File: src/pfcs_pkg.sv
// Package for the parallel flash command sequencer: payload structs, codes,
// command bytes and small helpers. Used by parallel_flash_command_sequencer.
`timescale 1ns / 1ps

package pfcs_pkg;

	// Probe mask range (bits of the unlock address mask)
	localparam int WIDEST_BITS_DEF = 16;
	localparam int NARROWEST_BITS_DEF = 8;

	// Result burst buffer
	localparam int RES_MAX = 7;
	localparam int RES_IDX_W = 3;

	localparam int POLL_W = 28;
	localparam int MASK_W = 16;
	localparam int CFG_IDX_W = 2;

	localparam logic [31:0] UNLOCK_ADDR_A = 32'h0000_5555;
	localparam logic [31:0] UNLOCK_ADDR_B = 32'h0000_2AAA;
	localparam logic [7:0] UNLOCK_BYTE_A = 8'hAA;
	localparam logic [7:0] UNLOCK_BYTE_B = 8'h55;
	localparam logic [7:0] CMD_PROGRAM = 8'hA0;
	localparam logic [7:0] CMD_ERASE_SETUP = 8'h80;
	localparam logic [7:0] CMD_CHIP_ERASE = 8'h10;
	localparam logic [7:0] CMD_SECTOR_ERASE = 8'h30;
	localparam logic [7:0] CMD_ID_ENTRY = 8'h90;
	localparam logic [7:0] CMD_ID_EXIT = 8'hF0;
	localparam int TOGGLE_BIT = 6;

	typedef enum logic [2:0] {
		OP_PROBE   = 3'd0,
		OP_PROGRAM = 3'd1,
		OP_CHIP_ER = 3'd2,
		OP_SECT_ER = 3'd3,
		OP_REPLY   = 3'd4
	} opcode_t;

	typedef enum logic [1:0] {
		ACT_WRITE  = 2'd0,
		ACT_READ8  = 2'd1,
		ACT_READ16 = 2'd2,
		ACT_DONE   = 2'd3
	} action_t;

	typedef enum logic [1:0] {
		PH_IDLE       = 2'd0,
		PH_PROBE      = 2'd1,
		PH_POLL_FIRST = 2'd2,
		PH_POLL_CMP   = 2'd3
	} phase_t;

	typedef enum logic [CFG_IDX_W-1:0] {
		REG_CMD_MASK  = 2'd0,
		REG_POLL_LIM  = 2'd1,
		REG_POLL_MAX  = 2'd2
	} cfg_reg_t;

	typedef struct packed {
		logic [2:0]  opcode;
		logic [31:0] target_address;
		logic [7:0]  write_byte;
		logic [15:0] reply_data;
	} cmd_t;

	typedef struct packed {
		logic [1:0]  bus_action;
		logic [31:0] bus_address;
		logic [7:0]  bus_data;
		logic        status;
		logic        chip_found;
		logic [7:0]  maker_code;
		logic [7:0]  part_code;
		logic [15:0] probed_mask;
		logic        last;
	} res_t;

	// Mask with the low bits set
	function automatic logic [31:0] mask_of(input logic [4:0] bits);
		return (32'd1 << bits) - 32'd1;
	endfunction

	// Plain bus action, all report fields cleared
	function automatic res_t mk_res(input action_t act, input logic [31:0] addr,
			input logic [7:0] data);
		res_t r;
		r = '0;
		r.bus_action = act;
		r.bus_address = addr;
		r.bus_data = data;
		return r;
	endfunction

endpackage

File: src/parallel_flash_command_sequencer.sv
// Top level of the parallel flash command sequencer: input register, burst
// builder, result burst buffer and config registers. Depends on pfcs_pkg.
`timescale 1ns / 1ps

// Channel | Direction | Handshake          | Payload
// cmd     | in        | cmd_valid/cmd_stall | pfcs_pkg::cmd_t
// res     | out       | res_valid/res_stall | pfcs_pkg::res_t
// cfg     | in        | cfg_we              | cfg_index, cfg_data
//
// An accepted item sits in the input register; once the buffer is free, its whole
// burst (0 to 7 results) is built combinationally and loaded into the buffer.
// The buffer drains one result per cycle while res_stall is low, and the buffer
// drain sets the item rate.
// The next item is processed in the cycle the last result of a burst transfers.
// arst_n clears the phase, counts and buffer; config registers reset to defaults.
// res_stall holds the current result; cmd_stall rises while a held item waits for the buffer.

module parallel_flash_command_sequencer #(
	parameter int WIDEST_MASK_BITS = pfcs_pkg::WIDEST_BITS_DEF,
	parameter int NARROWEST_MASK_BITS = pfcs_pkg::NARROWEST_BITS_DEF
) (
	input  logic                         clk,
	input  logic                         arst_n,
	input  logic                         cmd_valid,
	output logic                         cmd_stall,
	input  pfcs_pkg::cmd_t               cmd,
	output logic                         res_valid,
	input  logic                         res_stall,
	output pfcs_pkg::res_t               res,
	input  logic                         cfg_we,
	input  logic [pfcs_pkg::CFG_IDX_W-1:0] cfg_index,
	input  logic [pfcs_pkg::POLL_W-1:0]  cfg_data
);
	import pfcs_pkg::*;

	// Input register
	logic valid_s1;
	cmd_t cmd_s1;

	// Config registers
	logic [MASK_W-1:0] cmd_mask_q;
	logic [POLL_W-1:0] poll_lim_q;
	logic [POLL_W-1:0] poll_max_q;

	// Sequencer state
	phase_t phase_q, phase_nxt;
	logic [4:0] probe_bits_q, probe_bits_nxt;
	logic [31:0] probe_base_q, probe_base_nxt;
	logic [31:0] poll_addr_q, poll_addr_nxt;
	logic prev_toggle_q, prev_toggle_nxt;
	logic [POLL_W-1:0] poll_count_q, poll_count_nxt;

	// Result buffer
	res_t buf_q [RES_MAX];
	logic [RES_IDX_W-1:0] n_q;
	logic [RES_IDX_W-1:0] rd_q;

	res_t burst [RES_MAX];
	logic [RES_IDX_W-1:0] burst_n;
	logic res_xfer, rd_at_end, buf_free, proc;

	// Handshake and buffer control
	assign res_valid = (n_q != '0);
	assign res = buf_q[rd_q];
	assign res_xfer = res_valid && !res_stall;
	assign rd_at_end = (rd_q == n_q - RES_IDX_W'(1));
	assign buf_free = (n_q == '0) || (res_xfer && rd_at_end);
	assign proc = valid_s1 && buf_free;
	assign cmd_stall = valid_s1 && !buf_free;

	// Build the burst and the next state for the held item
	always_comb begin
		logic [31:0] mask, base, addr_a, addr_b, m;
		logic [7:0] vid, did;
		logic ok, tog;
		phase_nxt = phase_q;
		probe_bits_nxt = probe_bits_q;
		probe_base_nxt = probe_base_q;
		poll_addr_nxt = poll_addr_q;
		prev_toggle_nxt = prev_toggle_q;
		poll_count_nxt = poll_count_q;
		burst_n = '0;
		for (int i = 0; i < RES_MAX; i++) begin
			burst[i] = '0;
		end
		m = {16'd0, cmd_mask_q};
		base = cmd_s1.target_address & ~m;
		mask = m;
		vid = cmd_s1.reply_data[7:0];
		did = cmd_s1.reply_data[15:8];
		ok = (^vid) && (^did);
		tog = cmd_s1.reply_data[TOGGLE_BIT];
		addr_a = '0;
		addr_b = '0;
		case (cmd_s1.opcode)
			OP_PROBE: begin
				if (phase_q == PH_IDLE) begin
					probe_bits_nxt = 5'(WIDEST_MASK_BITS);
					probe_base_nxt = cmd_s1.target_address;
					mask = mask_of(5'(WIDEST_MASK_BITS));
					base = cmd_s1.target_address & ~mask;
					addr_a = base | (UNLOCK_ADDR_A & mask);
					addr_b = base | (UNLOCK_ADDR_B & mask);
					burst[0] = mk_res(ACT_WRITE, addr_a, UNLOCK_BYTE_A);
					burst[1] = mk_res(ACT_WRITE, addr_b, UNLOCK_BYTE_B);
					burst[2] = mk_res(ACT_WRITE, addr_a, CMD_ID_ENTRY);
					burst[3] = mk_res(ACT_READ16, base, 8'd0);
					burst_n = RES_IDX_W'(4);
					phase_nxt = PH_PROBE;
				end
			end
			OP_PROGRAM: begin
				if (phase_q == PH_IDLE) begin
					addr_a = base | (UNLOCK_ADDR_A & m);
					addr_b = base | (UNLOCK_ADDR_B & m);
					burst[0] = mk_res(ACT_WRITE, addr_a, UNLOCK_BYTE_A);
					burst[1] = mk_res(ACT_WRITE, addr_b, UNLOCK_BYTE_B);
					burst[2] = mk_res(ACT_WRITE, addr_a, CMD_PROGRAM);
					burst[3] = mk_res(ACT_WRITE, cmd_s1.target_address,
						cmd_s1.write_byte);
					burst[4] = mk_res(ACT_READ8, base, 8'd0);
					burst_n = RES_IDX_W'(5);
					poll_addr_nxt = base;
					phase_nxt = PH_POLL_FIRST;
				end
			end
			OP_CHIP_ER: begin
				if (phase_q == PH_IDLE) begin
					base = cmd_s1.target_address;
					addr_a = base | (UNLOCK_ADDR_A & m);
					addr_b = base | (UNLOCK_ADDR_B & m);
					burst[0] = mk_res(ACT_WRITE, addr_a, UNLOCK_BYTE_A);
					burst[1] = mk_res(ACT_WRITE, addr_b, UNLOCK_BYTE_B);
					burst[2] = mk_res(ACT_WRITE, addr_a, CMD_ERASE_SETUP);
					burst[3] = mk_res(ACT_WRITE, addr_a, UNLOCK_BYTE_A);
					burst[4] = mk_res(ACT_WRITE, addr_b, UNLOCK_BYTE_B);
					burst[5] = mk_res(ACT_WRITE, addr_a, CMD_CHIP_ERASE);
					burst[6] = mk_res(ACT_READ8, base, 8'd0);
					burst_n = RES_IDX_W'(7);
					poll_addr_nxt = base;
					phase_nxt = PH_POLL_FIRST;
				end
			end
			OP_SECT_ER: begin
				if (phase_q == PH_IDLE) begin
					addr_a = base | (UNLOCK_ADDR_A & m);
					addr_b = base | (UNLOCK_ADDR_B & m);
					burst[0] = mk_res(ACT_WRITE, addr_a, UNLOCK_BYTE_A);
					burst[1] = mk_res(ACT_WRITE, addr_b, UNLOCK_BYTE_B);
					burst[2] = mk_res(ACT_WRITE, addr_a, CMD_ERASE_SETUP);
					burst[3] = mk_res(ACT_WRITE, addr_a, UNLOCK_BYTE_A);
					burst[4] = mk_res(ACT_WRITE, addr_b, UNLOCK_BYTE_B);
					burst[5] = mk_res(ACT_WRITE, base | cmd_s1.target_address,
						CMD_SECTOR_ERASE);
					burst[6] = mk_res(ACT_READ8, base, 8'd0);
					burst_n = RES_IDX_W'(7);
					poll_addr_nxt = base;
					phase_nxt = PH_POLL_FIRST;
				end
			end
			OP_REPLY: begin
				case (phase_q)
					PH_PROBE: begin
						if (!ok && probe_bits_q > 5'(NARROWEST_MASK_BITS)
								&& probe_bits_q != 5'd0) begin
							// Retry with one mask bit fewer
							probe_bits_nxt = probe_bits_q - 5'd1;
							mask = mask_of(probe_bits_q - 5'd1);
							base = probe_base_q & ~mask;
							addr_a = base | (UNLOCK_ADDR_A & mask);
							addr_b = base | (UNLOCK_ADDR_B & mask);
							burst[0] = mk_res(ACT_WRITE, addr_a, UNLOCK_BYTE_A);
							burst[1] = mk_res(ACT_WRITE, addr_b, UNLOCK_BYTE_B);
							burst[2] = mk_res(ACT_WRITE, addr_a, CMD_ID_ENTRY);
							burst[3] = mk_res(ACT_READ16, base, 8'd0);
						end else begin
							// Leave ID mode and report
							mask = mask_of(probe_bits_q);
							base = probe_base_q & ~mask;
							addr_a = base | (UNLOCK_ADDR_A & mask);
							addr_b = base | (UNLOCK_ADDR_B & mask);
							burst[0] = mk_res(ACT_WRITE, addr_a, UNLOCK_BYTE_A);
							burst[1] = mk_res(ACT_WRITE, addr_b, UNLOCK_BYTE_B);
							burst[2] = mk_res(ACT_WRITE, addr_a, CMD_ID_EXIT);
							burst[3] = mk_res(ACT_DONE, base, 8'd0);
							burst[3].chip_found = ok;
							burst[3].maker_code = vid;
							burst[3].part_code = did;
							burst[3].probed_mask = mask[15:0];
							phase_nxt = PH_IDLE;
						end
						burst_n = RES_IDX_W'(4);
					end
					PH_POLL_FIRST: begin
						prev_toggle_nxt = tog;
						burst_n = RES_IDX_W'(1);
						if (poll_max_q == '0) begin
							poll_count_nxt = '0;
							burst[0] = mk_res(ACT_DONE, poll_addr_q, 8'd0);
							burst[0].status = 1'b1;
							phase_nxt = PH_IDLE;
						end else begin
							poll_count_nxt = POLL_W'(1);
							burst[0] = mk_res(ACT_READ8, poll_addr_q, 8'd0);
							phase_nxt = PH_POLL_CMP;
						end
					end
					PH_POLL_CMP: begin
						burst_n = RES_IDX_W'(1);
						if (tog == prev_toggle_q) begin
							burst[0] = mk_res(ACT_DONE, poll_addr_q, 8'd0);
							burst[0].status = (poll_count_q > poll_lim_q);
							phase_nxt = PH_IDLE;
						end else begin
							prev_toggle_nxt = tog;
							if (poll_count_q < poll_max_q) begin
								poll_count_nxt = poll_count_q + POLL_W'(1);
								burst[0] = mk_res(ACT_READ8, poll_addr_q, 8'd0);
							end else begin
								burst[0] = mk_res(ACT_DONE, poll_addr_q, 8'd0);
								burst[0].status = 1'b1;
								phase_nxt = PH_IDLE;
							end
						end
					end
					default: begin
						burst_n = '0;
					end
				endcase
			end
			default: begin
				burst_n = '0;
			end
		endcase
		// Mark the final result of the burst
		for (int i = 0; i < RES_MAX; i++) begin
			if (RES_IDX_W'(i) == burst_n - RES_IDX_W'(1)) begin
				burst[i].last = 1'b1;
			end
		end
	end

	// Capture an accepted transfer
	always_ff @(posedge clk or negedge arst_n) begin
		if (!arst_n) begin
			valid_s1 <= 1'b0;
		end else if (!cmd_stall) begin
			valid_s1 <= cmd_valid;
		end
	end

	always_ff @(posedge clk) begin
		if (cmd_valid && !cmd_stall) begin
			cmd_s1 <= cmd;
		end
	end

	// Config registers
	always_ff @(posedge clk or negedge arst_n) begin
		if (!arst_n) begin
			cmd_mask_q <= 16'hFFFF;
			poll_lim_q <= 28'h010_0000;
			poll_max_q <= 28'hFFF_FFFF;
		end else if (cfg_we) begin
			case (cfg_index)
				REG_CMD_MASK: cmd_mask_q <= cfg_data[MASK_W-1:0];
				REG_POLL_LIM: poll_lim_q <= cfg_data;
				REG_POLL_MAX: poll_max_q <= cfg_data;
				default: begin
				end
			endcase
		end
	end

	// Advance sequencer state when the held item is processed
	always_ff @(posedge clk or negedge arst_n) begin
		if (!arst_n) begin
			phase_q <= PH_IDLE;
			probe_bits_q <= 5'd16;
			probe_base_q <= '0;
			poll_addr_q <= '0;
			prev_toggle_q <= 1'b0;
			poll_count_q <= '0;
		end else if (proc) begin
			phase_q <= phase_nxt;
			probe_bits_q <= probe_bits_nxt;
			probe_base_q <= probe_base_nxt;
			poll_addr_q <= poll_addr_nxt;
			prev_toggle_q <= prev_toggle_nxt;
			poll_count_q <= poll_count_nxt;
		end
	end

	// Load a new burst or drain the current one
	always_ff @(posedge clk or negedge arst_n) begin
		if (!arst_n) begin
			n_q <= '0;
			rd_q <= '0;
		end else if (proc && burst_n != '0) begin
			n_q <= burst_n;
			rd_q <= '0;
		end else if (res_xfer) begin
			if (rd_at_end) begin
				n_q <= '0;
				rd_q <= '0;
			end else begin
				rd_q <= rd_q + RES_IDX_W'(1);
			end
		end
	end

	always_ff @(posedge clk) begin
		if (proc && burst_n != '0) begin
			for (int i = 0; i < RES_MAX; i++) begin
				buf_q[i] <= burst[i];
			end
		end
	end

	// A loaded burst shows at the output next cycle
	a_load_shows: assert property (@(posedge clk) disable iff (!arst_n)
		(proc && burst_n != '0) |=> res_valid)
		else $error("loaded burst not presented");

	// A done result always closes its burst
	a_done_last: assert property (@(posedge clk) disable iff (!arst_n)
		(res_valid && res.bus_action == ACT_DONE) |-> res.last)
		else $error("done result not marked last");

	// A command taken while idle leaves the block busy
	a_cmd_busy: assert property (@(posedge clk) disable iff (!arst_n)
		(proc && phase_q == PH_IDLE && cmd_s1.opcode != OP_REPLY
			&& cmd_s1.opcode <= OP_SECT_ER) |=> (phase_q != PH_IDLE))
		else $error("command did not leave idle");

	// An empty buffer never holds off the input
	a_empty_free: assert property (@(posedge clk) disable iff (!arst_n)
		(n_q == '0) |-> !cmd_stall)
		else $error("input stalled with empty buffer");

endmodule
File: config.mk
export PLATFORM = sky130hd
export DESIGN_NAME = parallel_flash_command_sequencer
export DESIGN_NICKNAME = d
export VERILOG_FILES = /design/src/pfcs_pkg.sv /design/src/parallel_flash_command_sequencer.sv
export SDC_FILE = /design/constraint.sdc
export NUM_CORES = 1
export LEC_CHECK = 0
export BUFFER_PORTS_ARGS = -buffer_cell sky130_fd_sc_hd__buf_2
export CORE_ASPECT_RATIO = 1.4
export CORE_MARGIN = 4
export CORE_UTILIZATION = 40
export CTS_BUF_LIST = sky130_fd_sc_hd__clkbuf_4
export CTS_CLUSTER_DIAMETER = 100
export CTS_CLUSTER_SIZE = 30
export DETAILED_ROUTE_END_ITERATION = 16
export GPL_TIMING_DRIVEN = 1
export REMOVE_ABC_BUFFERS = 1
export SYNTH_ARGS = -nofsm -noshare
export SYNTH_HDL_FRONTEND = slang
export SYNTH_SLANG_ARGS = --single-unit
File: constraint.sdc
create_clock -name clk -period 25.3 [get_ports clk]
set_clock_uncertainty 0.15 [all_clocks]
set_input_delay 3.795 -clock clk [delete_from_list [all_inputs] [get_ports clk]]
set_output_delay 3.795 -clock clk [all_outputs]
set_load 0.01 [all_outputs]
==> flow_metrics.env <==
export IMPL_grt_max_degree=165
export IMPL_die_height_um=306
export IMPL_syn_inst=2302
export IMPL_crit_path_top_delay_cell="nor2_1"
export IMPL_grtUsageMet1_pct=27.3
export IMPL_final_max_slew_viol_count=0
export IMPL_period_needed_ps=8690
export IMPL_finalSetupViolations=0
export IMPL_clkSlewWorstSetupHoldPaths_ps=300
export IMPL_tightest_slew_ps=1330
export IMPL_synth_edf_count=293
export IMPL_status="finished, final reports clean"
export IMPL_met3_usage_pct=2.17
export IMPL_vias=19300
export IMPL_crit_fanout=5
export IMPL_avgViaCountPerCell=5.93
export IMPL_top_usage_layer="met2"
export IMPL_ys_seq_area_share_pct=52.5
export IMPL_hold_violations=0
export IMPL_route_detailed_wl_per_inst_um=24.6
export IMPL_syn_avg_cell_area_um2=11.0
export IMPL_postCtsSetupBuffers=0
export IMPL_ys_ff_latch=472
export IMPL_hold_class="reg2reg"
export IMPL_critPathKind="in2out"
export IMPL_grtUsageTotal_pct=22.6
export IMPL_drt_total_wl_um=79900
export IMPL_drt_initial_drc_count=1657
export IMPL_synthFlopType="edfxtp_1"
export IMPL_fmax_mhz=115
export IMPL_ys_async_sr_fraction_pct=37.9
export IMPL_clk_latency_ps=880
export IMPL_syn_area_mm2=0.0254
export IMPL_initial_utilization_pct=40.3
export IMPL_use_met2_pct=42.3
export IMPL_drc=0
export IMPL_critPathTopFamily="simple AND/OR/NAND/NOR gates"
export IMPL_synth_top_area_share_pct=34.6
export IMPL_path_cells="buf_2 -> nor2_1 -> nand2_1 -> nand3_1 -> inv_1 -> buf_2"
export IMPL_synthToLayoutAreaGrowth_pct=8.00
export IMPL_ios=173
export IMPL_overflow=0
export IMPL_cts_resized=0
export IMPL_core_rowCount=109
export IMPL_arrival_ps=4740
export IMPL_finalCritPeriodShare_pct=34.3
export IMPL_core_mm2=0.0630
export IMPL_final_common_cell="edfxtp_1"
export IMPL_hpwl_um=54900
export IMPL_port_buffers=172
export IMPL_setup_tns_final_ps=0
export IMPL_cts_tree="yes"
export IMPL_setup_ws_ps=16610
export IMPL_grt_pass1_wl_um=120000
export IMPL_crit_path_start_kind="input pin"
export IMPL_critPathCaptureType="output pin"
export IMPL_layout_drive_gt1_share_pct=21.5
export IMPL_antenna_found_initial=5
export IMPL_fin_nets=2571
export IMPL_critPathBufInv=3
export IMPL_firstDrtPassIters=6
export IMPL_ys_types=95
export IMPL_finalWeightedCongestion=0.952
export IMPL_power_density_mw_per_mm2=119
export IMPL_yosysTopAreaCell="edfxtp_1"
export IMPL_layout_common_cells="edfxtp_1 (293), nand2_1 (229), buf_2 (171)"
export IMPL_root_buffer="clkbuf_4"
export IMPL_grt_pass1_vias=19300
export IMPL_cp_required_ps=21350
export IMPL_ys_warnings_count=0
export IMPL_rrSetupSlack_ps=20140
export IMPL_htree_levels=1
export IMPL_pre_cts_slack_ps=16620
export IMPL_drv_cap=0
export IMPL_ctsHoldBuffers=0
export IMPL_path_common_cell="buf_2"
export IMPL_slew_headroom_pct=10.5
export IMPL_peakVddDrop_mv=0.0743
export IMPL_clockBufferDepth=3
export IMPL_cts_sinks=472
export IMPL_dieArea_mm2=0.0677
export IMPL_slowest_delay_ps=270
export IMPL_die_x_um=221
export IMPL_yosys_top_cells_area="edfxtp_1 (35%), dfrtp_1 (13%), mux2_2 (5.8%)"
export IMPL_grt_setup_unrepaired="no"
export IMPL_cts_buffers=20
export IMPL_final_antenna_net_count=0
export IMPL_leakagePower_nw=11.1
## sequential cells by signal, summed over array words and instances, names as in the netlist
name           count
n_q                3
probe_bits_q       5
poll_count_q      28
valid_s1           1
cmd_mask_q        16
probe_base_q      32
prev_toggle_q      1
rd_q               3
poll_lim_q        28
cmd_s1            59
poll_max_q        28
phase_q            2
buf_q            234
poll_addr_q       32
## power by group
group | internal (W) | switching, W | leakage (nW)
Clock | 0.0000593 | 0.000233 | 0.167
Sequential | 0.00113 | 0.000147 | 4.92
Combinational | 0.000578 | 0.00112 | 6.00
## Yosys cell counts, drive strengths merged, types with 11 or more instances
library cell / number
mux2: 132
ha: 77
a21oi: 103
or3: 13
xnor2: 30
xor2: 12
nor4: 11
dfrtp: 133
mux4: 32
o211ai: 20
nand2: 229
nor2: 144
a31oi: 21
buf: 40
nand4: 28
o2111ai: 12
nor2b: 19
a211oi: 12
and2: 30
o22ai: 11
o31ai: 34
o21ai: 154
nand3: 71
mux2i: 30
dfstp: 46
clkbuf: 100
edfxtp: 293
inv: 101
nor3: 30
o21a: 16
nand2b: 20
and3: 99
a31o: 16
or4: 15
a21o: 20
## path summary, 6_finish.rpt
path                                 from  cells past startpoint              end
max                             res_stall                      6        cmd_stall
min                        poll_addr_q[6]                      2   poll_addr_q[6]
max reg2reg                    cmd_s1[58]                      9     buf_q[4][53]
min reg2reg                poll_addr_q[6]                      2   poll_addr_q[6]
max in group asynchronous          arst_n                      3  poll_addr_q[27]
min in group asynchronous          arst_n                      1           n_q[0]
## cell families after synthesis
| family | Yosys count | synth area share [%] |
|---|---|---|
| and+or+nand+nor | 745 | 14.6 |
| AOI/OAI and AO/OA | 526 | 13.9 |
| DFF | 472 | 52.5 |
| buffers and inverters | 244 | 3.78 |
| muxes | 194 | 9.86 |
| adders and majority gates | 77 | 3.79 |
| xor gates and xnor gates | 43 | 1.57 |
| other | 1 | 0.0148 |
## metrics by stage
| step | std cells | hold WS (ps) | utilization (%) | total power (W) | instance area [um^2] |
|---|---|---|---|---|---|
| after floorplan | 2163 | 300 | - | 0.00240 | 24900 |
| after global placement | 3210 | 315 | 43.1 | 0.00296 | 27200 |
| after detailed placement | 3210 | 325 | 43.1 | 0.00299 | 27200 |
| after CTS | 3246 | 382 | 43.6 | 0.00329 | 27400 |
| after global routing | 3247 | 405 | 43.6 | 0.00346 | 27400 |
| final | 3250 | 386 | 43.6 | 0.00327 | 27500 |
## metal layers
| metal | routed length [um] | vias to the layer above | share of wire, % |
|---|---|---|---|
| met4 | 2900 | 6 | 3.6 |
| met5 | 41 | - | 0.051 |
| met2 | 42200 | 693 | 53 |
| met1 | 30900 | 9673 | 39 |
| met3 | 3940 | 148 | 4.9 |
| li1 | - | 8746 | - |
## worst min-delay path: stages (launching register included)
cell and delay (ps):
dfrtp_1 420, nand2_1 50, o21ai_0 60
## layout make-up
type                            count  area [um^2]
Sequential cell                   472        13300
Multi-Input combinational cell   1587        11200
Tap cell                          832         1040
Antenna cell                        4         10.0
Timing Repair Buffer              215         1200
Clock buffer                       31          233
Inverter                          104          390
Fill cell                        6047        35600
Clock inverter                      5         46.3
No activity file was read; power rests on OpenSTA's default activity.
